--- config.mk ---
export PLATFORM = sky130hd
export DESIGN_NAME = zero_and_bias_cal_sequencer_top
export DESIGN_NICKNAME = d
export VERILOG_FILES = /design/src/rtl/zbcs_pkg.sv /design/src/rtl/zbcs_div.sv /design/src/rtl/zbcs_dp.sv /design/src/rtl/zbcs_ctrl.sv /design/src/rtl/zero_and_bias_cal_sequencer_top.sv
export SDC_FILE = /design/constraint.sdc
export NUM_CORES = 2
export LEC_CHECK = 0
export BUFFER_PORTS_ARGS = -buffer_cell sky130_fd_sc_hd__buf_4
export CAP_MARGIN = 40
export CELL_PAD_IN_SITES_DETAIL_PLACEMENT = 1
export CELL_PAD_IN_SITES_GLOBAL_PLACEMENT = 2
export CORE_ASPECT_RATIO = 1.2
export CORE_MARGIN = 2
export CORE_UTILIZATION = 37
export DETAILED_ROUTE_END_ITERATION = 12
export HOLD_SLACK_MARGIN = 0.15
export PLACE_DENSITY = 0.83
export SLEW_MARGIN = 5
export SYNTH_ARGS = -nofsm -noshare
export SYNTH_HDL_FRONTEND = slang
export SYNTH_SLANG_ARGS = --single-unit
--- constraint.sdc ---
create_clock -name clk_i -period 7.2 [get_ports clk_i]
set_clock_uncertainty 0.15 [all_clocks]
set_input_delay 0.36 -clock clk_i [delete_from_list [all_inputs] [get_ports clk_i]]
set_output_delay 0.36 -clock clk_i [all_outputs]
set_load 0.005 [all_outputs]
--- src/rtl/zbcs_pkg.sv ---
package zbcs_pkg;

  localparam int unsigned CfgW    = 24;
  localparam int unsigned CfgIdxW = 3;
  localparam int unsigned InDataW = 80;
  localparam int unsigned OutDataW = 128;
  localparam int unsigned DivW    = 48;

  typedef enum logic [CfgIdxW-1:0] {
    REG_GAIN       = 3'd0,
    REG_BIAS_SETTLE = 3'd1,
    REG_ZERO_SETTLE = 3'd2,
    REG_TOL        = 3'd3,
    REG_MAX_ITER   = 3'd4,
    REG_NEG_FULL   = 3'd5,
    REG_POS_FULL   = 3'd6
  } cfg_reg_e;

  typedef enum logic [1:0] {
    F_TICK  = 2'd0,
    F_ZERO  = 2'd1,
    F_BIAS  = 2'd2,
    F_ABORT = 2'd3
  } func_e;

  typedef enum logic [2:0] {
    ST_NONE    = 3'd0,
    ST_STARTED = 3'd1,
    ST_REFUSED = 3'd2,
    ST_ZERO    = 3'd3,
    ST_BIAS    = 3'd4,
    ST_ABORT   = 3'd5
  } status_e;

  typedef enum logic [1:0] {
    K_NONE = 2'd0,
    K_ZERO = 2'd1,
    K_BIAS = 2'd2
  } kind_e;

  typedef enum logic [2:0] {
    STP_RELAY  = 3'd0,
    STP_SETTLE = 3'd1,
    STP_MEAS   = 3'd2,
    STP_BSTEP  = 3'd3
  } step_e;

  typedef enum logic [2:0] {
    S_IDLE,
    S_EVAL,
    S_DLD,
    S_DIV,
    S_OUT
  } ctrl_state_e;

  typedef struct packed {
    logic    in_load;
    logic    clr_iter;
    logic    start_bias;
    logic    restore;
    logic    load_start;
    logic    load_meas;
    logic    bisect;
    logic    store_bias;
    logic    div_start;
    logic    out_wr;
    logic    zsel;
    status_e status;
    logic    busy;
    logic    short_on;
    logic    res_on;
  } zbcs_cmd_t;

  typedef struct packed {
    logic bset_ok;
    logic zset_ok;
    logic stop;
    logic div_done;
    logic out_free;
  } zbcs_stat_t;

endpackage

--- src/rtl/zbcs_div.sv ---
module zbcs_div import zbcs_pkg::*; (
  input  logic              clk_i,
  input  logic              rst_ni,
  input  logic              start_i,
  input  logic [DivW-1:0]   num_i,
  input  logic [CfgW-1:0]   den_i,
  output logic              done_o,
  output logic [DivW-1:0]   quo_o
);

  localparam int unsigned CntW = $clog2(DivW + 1);

  logic            busy_q, busy_d;
  logic [CntW-1:0] cnt_q, cnt_d;
  logic [DivW-1:0] quo_q, quo_d;
  logic [CfgW-1:0] rem_q, rem_d;
  logic [CfgW:0]   trial;
  logic            qbit;

  // one quotient bit per cycle, restoring
  always_comb begin
    trial  = {rem_q, quo_q[DivW-1]};
    qbit   = (trial >= {1'b0, den_i});
    busy_d = busy_q;
    cnt_d  = cnt_q;
    quo_d  = quo_q;
    rem_d  = rem_q;
    if (start_i) begin
      busy_d = 1'b1;
      cnt_d  = CntW'(DivW);
      quo_d  = num_i;
      rem_d  = '0;
    end else if (busy_q) begin
      quo_d = {quo_q[DivW-2:0], qbit};
      rem_d = qbit ? CfgW'(trial - {1'b0, den_i}) : trial[CfgW-1:0];
      cnt_d = cnt_q - 1'b1;
      if (cnt_q == CntW'(1)) busy_d = 1'b0;
    end
  end

  always_ff @(posedge clk_i or negedge rst_ni) begin
    if (!rst_ni) begin
      busy_q <= 1'b0;
      cnt_q  <= '0;
    end else begin
      busy_q <= busy_d;
      cnt_q  <= cnt_d;
    end
  end

  always_ff @(posedge clk_i) begin
    quo_q <= quo_d;
    rem_q <= rem_d;
  end

  assign done_o = !busy_q;
  assign quo_o  = quo_q;

endmodule

--- src/rtl/zbcs_dp.sv ---
module zbcs_dp import zbcs_pkg::*; (
  input  logic                 clk_i,
  input  logic                 rst_ni,
  input  zbcs_cmd_t            cmd_i,
  output zbcs_stat_t           stat_o,
  input  logic                 cfg_we_i,
  input  logic [CfgIdxW-1:0]   cfg_idx_i,
  input  logic [CfgW-1:0]      cfg_data_i,
  input  logic [31:0]          now_i,
  input  logic signed [39:0]   meas_i,
  input  logic                 m_tready_i,
  output logic                 m_tvalid_o,
  output logic [OutDataW-1:0]  m_tdata_o,
  output logic [2:0]           m_tuser_o
);

  logic [23:0] gain_q;
  logic [15:0] bset_q, zset_q;
  logic [19:0] tol_q;
  logic [7:0]  maxit_q;
  logic [22:0] negf_q, posf_q;

  logic [31:0]        now_q;
  logic signed [39:0] meas_q;
  logic [31:0]        start_q, start_d;
  logic [7:0]         iter_q, iter_d;
  logic signed [39:0] last_q, last_d;
  logic [39:0]        mag_q, mag_d;
  logic signed [23:0] lo_q, lo_d, hi_q, hi_d, servo_q, servo_d, bcal_q, bcal_d;
  logic [43:0]        prod_q;

  logic                ovalid_q;
  logic [OutDataW-1:0] odata_q;
  logic [2:0]          ouser_q;

  logic [23:0]        gain_eff;
  logic [31:0]        elapsed;
  logic signed [24:0] width;
  logic               in_tol;
  logic               meas_pos;
  logic signed [23:0] nlo, nhi, slo, shi;
  logic [39:0]        meas_mag;
  logic               div_done;
  logic [DivW-1:0]    quo;
  logic [DivW-1:0]    div_num;
  logic [39:0]        qsat;
  logic signed [39:0] zval;
  logic signed [23:0] leak;

  function automatic logic signed [23:0] mid24(input logic signed [23:0] a,
                                               input logic signed [23:0] b);
    logic signed [24:0] s;
    s = {a[23], a} + {b[23], b};
    return s[24:1];
  endfunction

  assign gain_eff = (gain_q == '0) ? 24'd1 : gain_q;
  assign elapsed  = now_q - start_q;
  assign width    = {hi_q[23], hi_q} - {lo_q[23], lo_q};
  assign in_tol   = {mag_q, 8'b0} < {4'b0, prod_q};
  assign meas_pos = !last_q[39] && (last_q != '0);
  assign meas_mag = meas_q[39] ? (~meas_q + 40'd1) : meas_q;

  assign stat_o.bset_ok  = elapsed >= {16'b0, bset_q};
  assign stat_o.zset_ok  = elapsed >= {16'b0, zset_q};
  assign stat_o.stop     = in_tol || (iter_q >= maxit_q) || (width < 25'sd5);
  assign stat_o.div_done = div_done;
  assign stat_o.out_free = !ovalid_q || m_tready_i;

  assign nlo = meas_pos ? lo_q : servo_q;
  assign nhi = meas_pos ? servo_q : hi_q;
  assign slo = 24'(24'd0 - {1'b0, negf_q});
  assign shi = {1'b0, posf_q};

  always_comb begin
    start_d = start_q;
    iter_d  = iter_q;
    last_d  = last_q;
    mag_d   = mag_q;
    lo_d    = lo_q;
    hi_d    = hi_q;
    servo_d = servo_q;
    bcal_d  = bcal_q;
    if (cmd_i.clr_iter) iter_d = '0;
    if (cmd_i.start_bias) begin
      lo_d    = slo;
      hi_d    = shi;
      servo_d = mid24(slo, shi);
    end
    if (cmd_i.restore) servo_d = bcal_q;
    if (cmd_i.load_start) start_d = now_q;
    if (cmd_i.load_meas) begin
      last_d = meas_q;
      mag_d  = meas_mag;
    end
    if (cmd_i.store_bias) bcal_d = servo_q;
    if (cmd_i.bisect) begin
      lo_d    = nlo;
      hi_d    = nhi;
      servo_d = mid24(nlo, nhi);
      if (iter_q != 8'hFF) iter_d = iter_q + 8'd1;
      start_d = now_q;
    end
  end

  always_ff @(posedge clk_i or negedge rst_ni) begin
    if (!rst_ni) begin
      gain_q  <= 24'd256;
      bset_q  <= 16'd5000;
      zset_q  <= 16'd500;
      tol_q   <= 20'd10;
      maxit_q <= 8'd30;
      negf_q  <= 23'd100000;
      posf_q  <= 23'd100000;
    end else if (cfg_we_i) begin
      unique case (cfg_idx_i)
        REG_GAIN:        gain_q  <= cfg_data_i;
        REG_BIAS_SETTLE: bset_q  <= cfg_data_i[15:0];
        REG_ZERO_SETTLE: zset_q  <= cfg_data_i[15:0];
        REG_TOL:         tol_q   <= cfg_data_i[19:0];
        REG_MAX_ITER:    maxit_q <= cfg_data_i[7:0];
        REG_NEG_FULL:    negf_q  <= cfg_data_i[22:0];
        REG_POS_FULL:    posf_q  <= cfg_data_i[22:0];
        default: ;
      endcase
    end
  end

  always_ff @(posedge clk_i or negedge rst_ni) begin
    if (!rst_ni) begin
      start_q <= '0;
      iter_q  <= '0;
      last_q  <= '0;
      mag_q   <= '0;
      lo_q    <= '0;
      hi_q    <= '0;
      servo_q <= '0;
      bcal_q  <= '0;
    end else begin
      start_q <= start_d;
      iter_q  <= iter_d;
      last_q  <= last_d;
      mag_q   <= mag_d;
      lo_q    <= lo_d;
      hi_q    <= hi_d;
      servo_q <= servo_d;
      bcal_q  <= bcal_d;
    end
  end

  // tolerance threshold, refreshed every cycle from the registers
  always_ff @(posedge clk_i) begin
    prod_q <= tol_q * gain_eff;
    if (cmd_i.in_load) begin
      now_q  <= now_i;
      meas_q <= meas_i;
    end
  end

  // rounded quotient: (|meas| * 256 + gain / 2) / gain
  assign div_num = {mag_q, 8'b0} + {25'b0, gain_eff[23:1]};

  zbcs_div u_div (
    .clk_i   (clk_i),
    .rst_ni  (rst_ni),
    .start_i (cmd_i.div_start),
    .num_i   (div_num),
    .den_i   (gain_eff),
    .done_o  (div_done),
    .quo_o   (quo)
  );

  always_comb begin
    if (last_q[39]) begin
      qsat = (quo > DivW'(40'h80_0000_0000)) ? 40'h80_0000_0000 : quo[39:0];
      zval = 40'(40'd0 - qsat);
    end else begin
      qsat = (quo > DivW'(40'h7F_FFFF_FFFF)) ? 40'h7F_FFFF_FFFF : quo[39:0];
      zval = qsat;
    end
    if (!cmd_i.zsel) zval = '0;
  end

  assign leak = (bcal_q == 24'sh80_0000) ? 24'sh7F_FFFF : 24'(24'sd0 - bcal_q);

  always_ff @(posedge clk_i or negedge rst_ni) begin
    if (!rst_ni) begin
      ovalid_q <= 1'b0;
    end else if (cmd_i.out_wr) begin
      ovalid_q <= 1'b1;
    end else if (m_tready_i) begin
      ovalid_q <= 1'b0;
    end
  end

  always_ff @(posedge clk_i) begin
    if (cmd_i.out_wr) begin
      odata_q <= {5'b0, iter_q, leak, bcal_q, zval, servo_q,
                  cmd_i.res_on, cmd_i.short_on, cmd_i.busy};
      ouser_q <= cmd_i.status;
    end
  end

  assign m_tvalid_o = ovalid_q;
  assign m_tdata_o  = odata_q;
  assign m_tuser_o  = ouser_q;

endmodule

--- src/rtl/zbcs_ctrl.sv ---
module zbcs_ctrl import zbcs_pkg::*; (
  input  logic       clk_i,
  input  logic       rst_ni,
  input  logic       in_valid_i,
  output logic       in_ready_o,
  input  logic [1:0] func_i,
  input  logic       relays_i,
  input  logic       done_i,
  input  zbcs_stat_t stat_i,
  output zbcs_cmd_t  cmd_o
);

  ctrl_state_e state_q, state_d;
  kind_e       kind_q, kind_d;
  step_e       step_q, step_d;
  status_e     status_q, status_d;
  logic        short_q, short_d;
  logic        res_q, res_d;
  logic [1:0]  func_q;
  logic        relays_q, done_q;
  logic        zstore;

  // zero store needs the divider before the result is written
  always_comb begin
    zstore = (func_q == F_TICK) && (kind_q == K_ZERO) &&
             (step_q == STP_MEAS) && done_q;
  end

  always_comb begin
    state_d = state_q;
    unique case (state_q)
      S_IDLE: if (in_valid_i) state_d = S_EVAL;
      S_EVAL: state_d = zstore ? S_DLD : S_OUT;
      S_DLD:  state_d = S_DIV;
      S_DIV:  if (stat_i.div_done) state_d = S_OUT;
      S_OUT:  if (stat_i.out_free) state_d = S_IDLE;
      default: state_d = S_IDLE;
    endcase
  end

  always_comb begin
    cmd_o    = '0;
    kind_d   = kind_q;
    step_d   = step_q;
    status_d = status_q;
    short_d  = short_q;
    res_d    = res_q;

    cmd_o.in_load  = (state_q == S_IDLE) && in_valid_i;
    cmd_o.div_start = (state_q == S_DLD);
    cmd_o.out_wr   = (state_q == S_OUT) && stat_i.out_free;
    cmd_o.zsel     = (status_q == ST_ZERO);
    cmd_o.status   = status_q;
    cmd_o.busy     = (kind_q != K_NONE);
    cmd_o.short_on = short_q;
    cmd_o.res_on   = res_q;

    if (state_q == S_EVAL) begin
      status_d = ST_NONE;
      unique case (func_q)
        F_ZERO, F_BIAS: begin
          if (kind_q != K_NONE) begin
            status_d = ST_REFUSED;
          end else begin
            kind_d         = (func_q == F_ZERO) ? K_ZERO : K_BIAS;
            step_d         = STP_RELAY;
            cmd_o.clr_iter = 1'b1;
            status_d       = ST_STARTED;
            short_d        = (func_q == F_ZERO);
            res_d          = (func_q == F_BIAS);
            cmd_o.start_bias = (func_q == F_BIAS);
          end
        end
        F_ABORT: begin
          if (kind_q != K_NONE) begin
            kind_d        = K_NONE;
            short_d       = 1'b0;
            res_d         = 1'b0;
            cmd_o.restore = 1'b1;
            status_d      = ST_ABORT;
          end
        end
        default: begin
          if (kind_q != K_NONE) begin
            unique case (step_q)
              STP_RELAY: begin
                if (!relays_q) begin
                  cmd_o.load_start = 1'b1;
                  step_d           = STP_SETTLE;
                end
              end
              STP_SETTLE: begin
                if ((kind_q == K_BIAS) ? stat_i.bset_ok : stat_i.zset_ok) begin
                  step_d = STP_MEAS;
                end
              end
              STP_MEAS: begin
                if (done_q) begin
                  cmd_o.load_meas = 1'b1;
                  if (kind_q == K_ZERO) begin
                    kind_d   = K_NONE;
                    short_d  = 1'b0;
                    res_d    = 1'b0;
                    status_d = ST_ZERO;
                  end else begin
                    step_d = STP_BSTEP;
                  end
                end
              end
              STP_BSTEP: begin
                if (stat_i.stop) begin
                  cmd_o.store_bias = 1'b1;
                  kind_d           = K_NONE;
                  short_d          = 1'b0;
                  res_d            = 1'b0;
                  status_d         = ST_BIAS;
                end else begin
                  cmd_o.bisect = 1'b1;
                  step_d       = STP_SETTLE;
                end
              end
              default: step_d = STP_RELAY;
            endcase
          end
        end
      endcase
    end
  end

  assign in_ready_o = (state_q == S_IDLE);

  always_ff @(posedge clk_i or negedge rst_ni) begin
    if (!rst_ni) begin
      state_q  <= S_IDLE;
      kind_q   <= K_NONE;
      step_q   <= STP_RELAY;
      status_q <= ST_NONE;
      short_q  <= 1'b0;
      res_q    <= 1'b0;
      func_q   <= F_TICK;
      relays_q <= 1'b0;
      done_q   <= 1'b0;
    end else begin
      state_q  <= state_d;
      kind_q   <= kind_d;
      step_q   <= step_d;
      status_q <= status_d;
      short_q  <= short_d;
      res_q    <= res_d;
      if (cmd_o.in_load) begin
        func_q   <= func_i;
        relays_q <= relays_i;
        done_q   <= done_i;
      end
    end
  end

endmodule

--- src/rtl/zero_and_bias_cal_sequencer_top.sv ---
// Calibration sequencer for zero and bias-null runs. Each request on the slave
// stream (tick, start zero, start bias, abort) yields exactly one result on the
// master stream, held in an output register so the next request can be taken
// while it waits. A request is accepted in S_IDLE, evaluated in S_EVAL and
// written to the output register in S_OUT, which waits while that register
// is still full; the tick ending a zero run first runs the 48-step bit-serial
// divider for measurement/gain. Configuration registers are written through
// cfg_we_i / cfg_idx_i / cfg_data_i and take effect at once.
module zero_and_bias_cal_sequencer_top import zbcs_pkg::*; (
  input  logic                clk_i,
  input  logic                rst_ni,
  input  logic                cfg_we_i,
  input  logic [CfgIdxW-1:0]  cfg_idx_i,
  input  logic [CfgW-1:0]     cfg_data_i,
  input  logic                s_axis_tvalid_i,
  output logic                s_axis_tready_o,
  // now_ms[31:0], relays_moving[32], meas_done[33], meas_nv[73:34], zero pad
  input  logic [InDataW-1:0]  s_axis_tdata_i,
  // func[1:0]
  input  logic [1:0]          s_axis_tuser_i,
  output logic                m_axis_tvalid_o,
  input  logic                m_axis_tready_i,
  // busy_res[0], short_relay[1], cal_res_relay[2], bias_setpoint[26:3],
  // zero_value_nv[66:27], bias_cal_value[90:67], leak_current[114:91],
  // iteration[122:115], zero pad
  output logic [OutDataW-1:0] m_axis_tdata_o,
  // status[2:0]
  output logic [2:0]          m_axis_tuser_o
);

  zbcs_cmd_t  cmd;
  zbcs_stat_t stat;

  zbcs_ctrl u_ctrl (
    .clk_i      (clk_i),
    .rst_ni     (rst_ni),
    .in_valid_i (s_axis_tvalid_i),
    .in_ready_o (s_axis_tready_o),
    .func_i     (s_axis_tuser_i),
    .relays_i   (s_axis_tdata_i[32]),
    .done_i     (s_axis_tdata_i[33]),
    .stat_i     (stat),
    .cmd_o      (cmd)
  );

  zbcs_dp u_dp (
    .clk_i      (clk_i),
    .rst_ni     (rst_ni),
    .cmd_i      (cmd),
    .stat_o     (stat),
    .cfg_we_i   (cfg_we_i),
    .cfg_idx_i  (cfg_idx_i),
    .cfg_data_i (cfg_data_i),
    .now_i      (s_axis_tdata_i[31:0]),
    .meas_i     (s_axis_tdata_i[73:34]),
    .m_tready_i (m_axis_tready_i),
    .m_tvalid_o (m_axis_tvalid_o),
    .m_tdata_o  (m_axis_tdata_o),
    .m_tuser_o  (m_axis_tuser_o)
  );

endmodule
=== Word-level counts from Yosys, hierarchy flattened ===
Index checks and enable logic that the tools add are counted.

* Output and inout bits: 133
* Word-level logic and storage cells: 216
* Bits of input ports: 114
* Bits in registers: 685

* Reductions and logical operators: 37
* Add/subtract/negate cells: 12
* Equality and inequality tests: 35
* Multiplexer cells: 85
* Multipliers: 1
* Bitwise gates (word level): 2
* Magnitude comparators: 8

{| class="wikitable"
|+ Operators by type and width
! cell !! count
|-
| $mux 24 || 11
|-
| $mux 40 || 4
|-
| $mux 48 || 2
|-
| $ge 32x16->1 || 2
|-
| $mux 32 || 2
|-
| $add 24x24->25 || 2
|-
| $add 48x23->48 || 1
|-
| $gt 48x39->1 const B || 1
|-
| $gt 48x40->1 const B || 1
|-
| $lt 48x44->1 || 1
|-
| $mux 3 || 15
|-
| $mul 20x24->44 || 1
|-
| $add 40x1->40 const B || 1
|-
| $not 40->40 || 1
|-
| $reduce_bool 40->1 || 1
|-
| $sub 1x40->40 const A || 1
|-
| $sub 32x32->32 || 1
|-
| $ge 25x24->1 || 1
|-
| $lt 25x4->1 const B || 1
|-
| $sub 24x24->25 || 1
|-
| $eq 24x24->1 const B || 1
|-
| $logic_not 24->1 || 1
|-
| $mux 2 || 12
|-
| $mux 8 || 3
|-
| other kinds (44) || 112
|}

=== Longest topological paths before layout ===
* Word-level depth: 11
* Mapped depth: 30
* Mapped depth without buffers: 29

=== Cells and area by module ===
From an unflattened synthesis, not the netlist that was laid out.

* Cells, all modules: 5515
* Area total of the unflattened synthesis: 54213.2 um^2

{| class="wikitable"
|+ Modules (own cells, without submodules)
! module !! cells an instance !! sequential area each (um^2) !! area each (um^2) !! times used
|-
| zbcs_dp || 4927 || 15522.4 || 48222.5 || 1
|-
| zbcs_div || 476 || 2097.0 || 4962.3 || 1
|-
| zbcs_ctrl || 112 || 350.3 || 1028.5 || 1
|}

=== Least setup slack after synthesis ===
Ideal clock, no wire load.

* Kind: register to register
* Start point: register u_dp.gain_q[18]
* End point: register u_dp.prod_q[43]
* Period minus slack after synthesis: 7.761 ns
* Arrival time: 7.488 ns
* Setup time: 0.123 ns
* Required time: 6.927 ns
* Setup slack: -0.561 ns
* Buffers on the path: 1
* Cell stages (with the launch flop): 28
* Cells stage by stage: dfrtp_1 > nor4_1 > nand4_1 > o21bai_1 > clkbuf_1 > nand2_1 > fa_1 > fa_1 > inv_1 > fa_1 > fa_1 > fa_1 > fa_1 > inv_1 > fa_1 > inv_1 > ha_1 > o21a_1 > o21a_1 > o21ai_0 > inv_1 > a221oi_1 > nand2_1 > a31oi_1 > o21ai_0 > a2111oi_0 > nor3_1 > xnor2_1

* Cells in the longest elaborated chain, start to end: 3

{| class="wikitable"
|+ Ends and longest elaborated chain
! element !! RTL line !! text
|-
| from (decl) || zbcs_dp.sv:17 || <nowiki>logic [23:0] gain_q;</nowiki>
|-
| from (signal assigned) || zbcs_dp.sv:117 || <nowiki>REG_GAIN: gain_q <= cfg_data_i;</nowiki>
|-
| $logic_not 24->1 || zbcs_dp.sv:57 || <nowiki>assign gain_eff = (gain_q == '0) ? 24'd1 : gain_q;</nowiki>
|-
| $mux 24 * || zbcs_dp.sv:57 ||
|-
| $mul 20x24->44 * || zbcs_dp.sv:153 || <nowiki>prod_q <= tol_q * gain_eff;</nowiki>
|-
| to (signal assigned) || zbcs_dp.sv:153 ||
|-
| to (decl) || zbcs_dp.sv:30 || <nowiki>logic [43:0] prod_q;</nowiki>
|}

Every way passes the cells marked *; elsewhere a longest branch is shown, timed or not.
A chain may end at the register's enable or synchronous reset.

=== Final worst setup path ===
* Start point: register u_dp.gain_q[8]
* End point: register u_dp.prod_q[40]

Same word-level chain as after synthesis.

==> flow_results.org <==
** STA
- Measured against its own limit, the worst slew margin works out to 27.4%.
- Final worst-path setup slack :: -0.156 ns
- The final critical path takes up 102% of the cycle.
- For this run, the top clock speed supported by timing is 136 MHz.
- Unrepaired setup endpoints after global routing :: yes
- # setup viols final :: 11
- Max-slew violation total from the final report :: 0
- The hold violation count in the final report was 0.
- Fin crit period :: 7.36 ns
- Hold is met by 0.230 ns.
- For the pin with the worst max-slew slack, the measured transition is 1.09 ns.

** Detailed routing
- The first routing iteration left 2,205 violations.
- Vias/cell :: 5.33
- Final Routed Wirelength :: 169 mm
- Dividing the detail-routed wire length by the instance count gives 21.2 um.
- First drt pass iteration count :: 5
- For this run, design rule violations remaining after detail routing come to 0.
- The count of nets left with antenna violations once routing finished came out at 0.
- Via total after detailed routing :: 42,500

** Floorplanning
- Die width :: 353 um
- Area enclosed by the die boundary :: 149,000 um^2
- Measured along the y axis, the die boundary spans 422 um.
- Core box area :: 145,000 um^2
- Cell Rows :: 153
- For this design the top-level I/O count stands at 247.
- Once the floorplan was initialized, standard cells occupied 37.2% of the core.

** Clock network
- Clock latency on the worst-skew pair, taken at its later pin, is 0.70 ns.
- Clock tree buffer depth :: 3
- The tree is rooted in a sky130_fd_sc_hd__clkbuf_16.
- CTS saw 681 sinks.
- TritonCTS built the clock tree.
- The H-tree was split into 3 levels.
- CTS clock-pin slew for the worst setup and hold paths :: 0.07 ns
- Number of buffers added by the clock tree synthesis step :: 81

** Layout
- After filler insertion, the fill cell instance count of the layout stands at 16,400.
- Layout-stage area growth over the synthesis result :: 17.6%
- Share of layout cells above drive strength 1 :: 15.2%
- Final instance area :: 63,400 um^2
- For this run, the number of standard cells in the final layout without fillers is 7,981.
- Inserted Diodes :: 0
- Core Util, Final :: 43.8%
- Number of nets in the layout :: 6,877

** Worst setup path
- Type of the setup path with the least slack :: reg -> reg
- The worst setup path is captured at a flop.
- CP arrival :: 7.77 ns
- For the worst setup path, the data required time is 7.61 ns.
- The worst register-to-register path has a setup slack of -0.16 ns.
- Critical path startpoint category :: flop
- Slowest cell on the critical path :: sky130_fd_sc_hd__fa_1
- By instance count, the cell type seen most on the critical path is sky130_fd_sc_hd__fa_1.
- Worst-path maximum fanout :: 10
- The largest single stage delay on the critical path is 0.55 ns.

** Synth
- Adder-cell area share of the yosys netlist :: 23.8%
- Main flop type after synthesis :: sky130_fd_sc_hd__dfrtp_1
- Dividing the synthesized area by the synthesized cell count gives 9.62 um^2.
- Area fraction in compound gates after synthesis :: 13.0%
- Mux cell area share after synthesis :: 4.81%
- Count of synthesis-stage warnings from yosys :: 0
- Proportion of synthesized chip area in sequential cells :: 33.3%
- In this run the cell area of the synthesized design comes to 54,000 um^2.
- After technology mapping, the gate count stands at 5,607.
- Dominant combinational cell family by area after synthesis :: adder cells
- Number of flip-flops and latches in the synthesized netlist :: 681
- Of the total synthesized cell area, the portion taken by XOR and XNOR cells is 3.77%.
- Distinct cells, synth :: 91
- The synthesized netlist devotes 14.5% of its cell area to simple gates.
- In this run, synthesis inferred 246 flip-flops with an integrated enable.
- Async set-or-reset flop fraction in the synthesized netlist :: 53.9%

** Place
- Summing all placed instances gives a cell area of 58,700 um^2.
- Weighted congestion at the end of routability-driven global placement :: 0.893
- Half-perimeter wire length after placement :: 126 mm
- In this run, placement finished with an instance count of 7,686.
- The count of buffers added on input and output ports is 235.

** Global route
- For met1 alone, demand over resource in global routing was 27.8%.
- In the global route stage, met2 resource usage came out at 41.7%.
- The layer flagged by global routing as most heavily used is met2.
- The number of global-route vias before repair came to 47,100.
- Global routing used 22.8% of the available tracks across all layers.
- Met3 global-route usage :: 2.24%
- The number of antenna violations at the first check in global routing is 3.
- The first global-routing pass estimated 270 mm of wire.
- GRT Residual Overflow :: 0
- Entering global routing, the biggest net connects 158 pins.

** Status
- Failing checks :: setup timing
- The run finished, with violations left.

** Flow run
- Number of max-cap violations :: 0

** Hold path
- The worst hold path belongs to the class in -> reg.
[logic make-up (layout without fill, tap and decap cells)]
logic type,count (synthesis),after routing
adders and majority gates,787,787
AOI/OAI and AO/OA,1105,1105
muxes,235,235
other,1,5
buffers and inverters,957,1390
xor gates and xnor gates,232,232
and+or+nand+nor,1609,1609
DFF,681,681
[critical path, delay by kind of cell (launching register included)]
kind / cells / cell delay [ns]
AND/OR/NAND/NOR: 2 / 0.38
adder cells (fa/ha/maj): 8 / 3.64
AO/OA/AOI/OAI: 9 / 1.59
flip-flops: 1 / 0.41
buffers and inverters: 9 / 0.94
XOR/XNOR: 1 / 0.12
[flip-flops by register name, indices dropped and copies added (netlist names), 32 cells and up]
signal            count
u_dp.last_q          39
u_dp.m_tdata_o      123
u_dp.mag_q           40
u_dp.meas_q          40
u_dp.now_q           32
u_dp.prod_q          44
u_dp.start_q         32
u_dp.u_div.quo_o     48
[layout by cell type, fill, tap and decap left out, types with 14 or more instances in the layout]
cell,n
sky130_fd_sc_hd__nor2b_1,31
sky130_fd_sc_hd__a31oi_1,29
sky130_fd_sc_hd__a21oi_1,261
sky130_fd_sc_hd__dfrtp_1,332
sky130_fd_sc_hd__o31ai_1,28
sky130_fd_sc_hd__ha_1,380
sky130_fd_sc_hd__a211oi_1,37
sky130_fd_sc_hd__nor3_1,93
sky130_fd_sc_hd__dlygate4sd3_1,121
sky130_fd_sc_hd__a221o_1,14
sky130_fd_sc_hd__nor4_1,38
sky130_fd_sc_hd__nand2_1,614
sky130_fd_sc_hd__a22oi_1,18
sky130_fd_sc_hd__a21o_1,92
sky130_fd_sc_hd__inv_1,679
sky130_fd_sc_hd__o21ai_0,317
sky130_fd_sc_hd__o21bai_1,27
sky130_fd_sc_hd__o21a_1,31
sky130_fd_sc_hd__and2_1,267
sky130_fd_sc_hd__edfxtp_1,246
sky130_fd_sc_hd__buf_4,394
sky130_fd_sc_hd__xor2_1,122
sky130_fd_sc_hd__clkbuf_16,82
sky130_fd_sc_hd__nand2b_1,46
sky130_fd_sc_hd__or2_2,20
sky130_fd_sc_hd__clkinv_2,16
sky130_fd_sc_hd__dfstp_2,30
sky130_fd_sc_hd__and3_1,27
sky130_fd_sc_hd__nand3_1,79
sky130_fd_sc_hd__or3_1,15
sky130_fd_sc_hd__fa_1,393
sky130_fd_sc_hd__nand4_1,42
sky130_fd_sc_hd__nor2_1,243
sky130_fd_sc_hd__dfxtp_1,68
sky130_fd_sc_hd__buf_6,15
sky130_fd_sc_hd__or4_1,21
sky130_fd_sc_hd__o211ai_1,54
sky130_fd_sc_hd__mux2i_1,39
sky130_fd_sc_hd__xnor2_1,107
sky130_fd_sc_hd__mux2_2,194
[Yosys cell counts, types with 30 or more instances]
master / instances / area share [%]
sky130_fd_sc_hd__a211oi_1: 39 / 0.54
sky130_fd_sc_hd__a21o_1: 92 / 1.3
sky130_fd_sc_hd__a21oi_1: 273 / 2.5
sky130_fd_sc_hd__a31oi_1: 31 / 0.36
sky130_fd_sc_hd__and2_1: 269 / 3.1
sky130_fd_sc_hd__and3_1: 30 / 0.35
sky130_fd_sc_hd__clkbuf_1: 239 / 1.7
sky130_fd_sc_hd__dfrtp_1: 337 / 16
sky130_fd_sc_hd__dfstp_2: 30 / 1.5
sky130_fd_sc_hd__dfxtp_1: 68 / 2.5
sky130_fd_sc_hd__edfxtp_1: 246 / 14
sky130_fd_sc_hd__fa_1: 398 / 15
sky130_fd_sc_hd__ha_1: 389 / 9.0
sky130_fd_sc_hd__inv_1: 685 / 4.8
sky130_fd_sc_hd__mux2_2: 194 / 4.0
sky130_fd_sc_hd__mux2i_1: 39 / 0.72
sky130_fd_sc_hd__nand2_1: 619 / 4.3
sky130_fd_sc_hd__nand2b_1: 47 / 0.54
sky130_fd_sc_hd__nand3_1: 80 / 0.74
sky130_fd_sc_hd__nand4_1: 42 / 0.49
sky130_fd_sc_hd__nor2_1: 246 / 1.7
sky130_fd_sc_hd__nor2b_1: 32 / 0.37
sky130_fd_sc_hd__nor3_1: 95 / 0.88
sky130_fd_sc_hd__nor4_1: 43 / 0.50
sky130_fd_sc_hd__o211ai_1: 54 / 0.75
sky130_fd_sc_hd__o21a_1: 31 / 0.43
sky130_fd_sc_hd__o21ai_0: 326 / 3.0
sky130_fd_sc_hd__xnor2_1: 110 / 1.8
sky130_fd_sc_hd__xor2_1: 122 / 2.0
[per-layer routing]
metal | share of wire (%) | vias to the layer above | wire length [um]
met5 | 0 | - | 0
met4 | 3.6 | 0 | 6000
met3 | 3.0 | 280 | 4990
met2 | 52 | 743 | 87500
met1 | 42 | 21700 | 70400
li1 | - | 19800 | -
[path summary, 6_finish.rpt]
check / from / endpoint / depth (start not counted)
max: u_dp.gain_q[8] / u_dp.prod_q[40] / 29
min: s_axis_tdata_i[6] / u_dp.now_q[6] / 2
min reg2reg: u_ctrl.status_q[0] / u_dp.m_tuser_o[0] / 0
max reg2reg: u_dp.gain_q[8] / u_dp.prod_q[40] / 29
min in group asynchronous: rst_ni / u_dp.last_q[25] / 3
max in group asynchronous: rst_ni / u_dp.last_q[35] / 4
[cell type report]
cell class / instances / area [um^2] / share of cell area [%]
clock inverter: 54 / 721 / 1.14
inverter: 686 / 2570 / 4.06
sequential: 681 / 18000 / 28.3
tap: 1937 / 2420 / 3.82
clock buffer: 97 / 2150 / 3.39
timing repair buffer: 553 / 4740 / 7.47
multi-input combinational: 3973 / 32900 / 51.8
[metrics by stage]
step / setup TNS, ns / setup slack [ns]
2_1_floorplan: -0.0181 / -0.0181
3_3_place_gp: -3.37 / -0.410
3_5_place_dp: -4.99 / -0.519
4_1_cts: -1.22 / -0.243
5_1_grt: -5.96 / -0.467
6_report: -0.782 / -0.156
[what timing repair did]
| item | CTS | global route |
|---|---|---|
| gates cloned | 1 | 0 |
| endpoints found under the setup margin | 20 | 23 |
| buffers inserted | 12 | 9 |
| resized for setup | 49 | 58 |
| hold buffers | 121 | 0 |
| pin swaps | 49 | 31 |
| hold endpoints to repair | 326 | 0 |
Power is not shown: default switching activity piles up to over one toggle a cycle in this logic, so the estimate is an artifact.
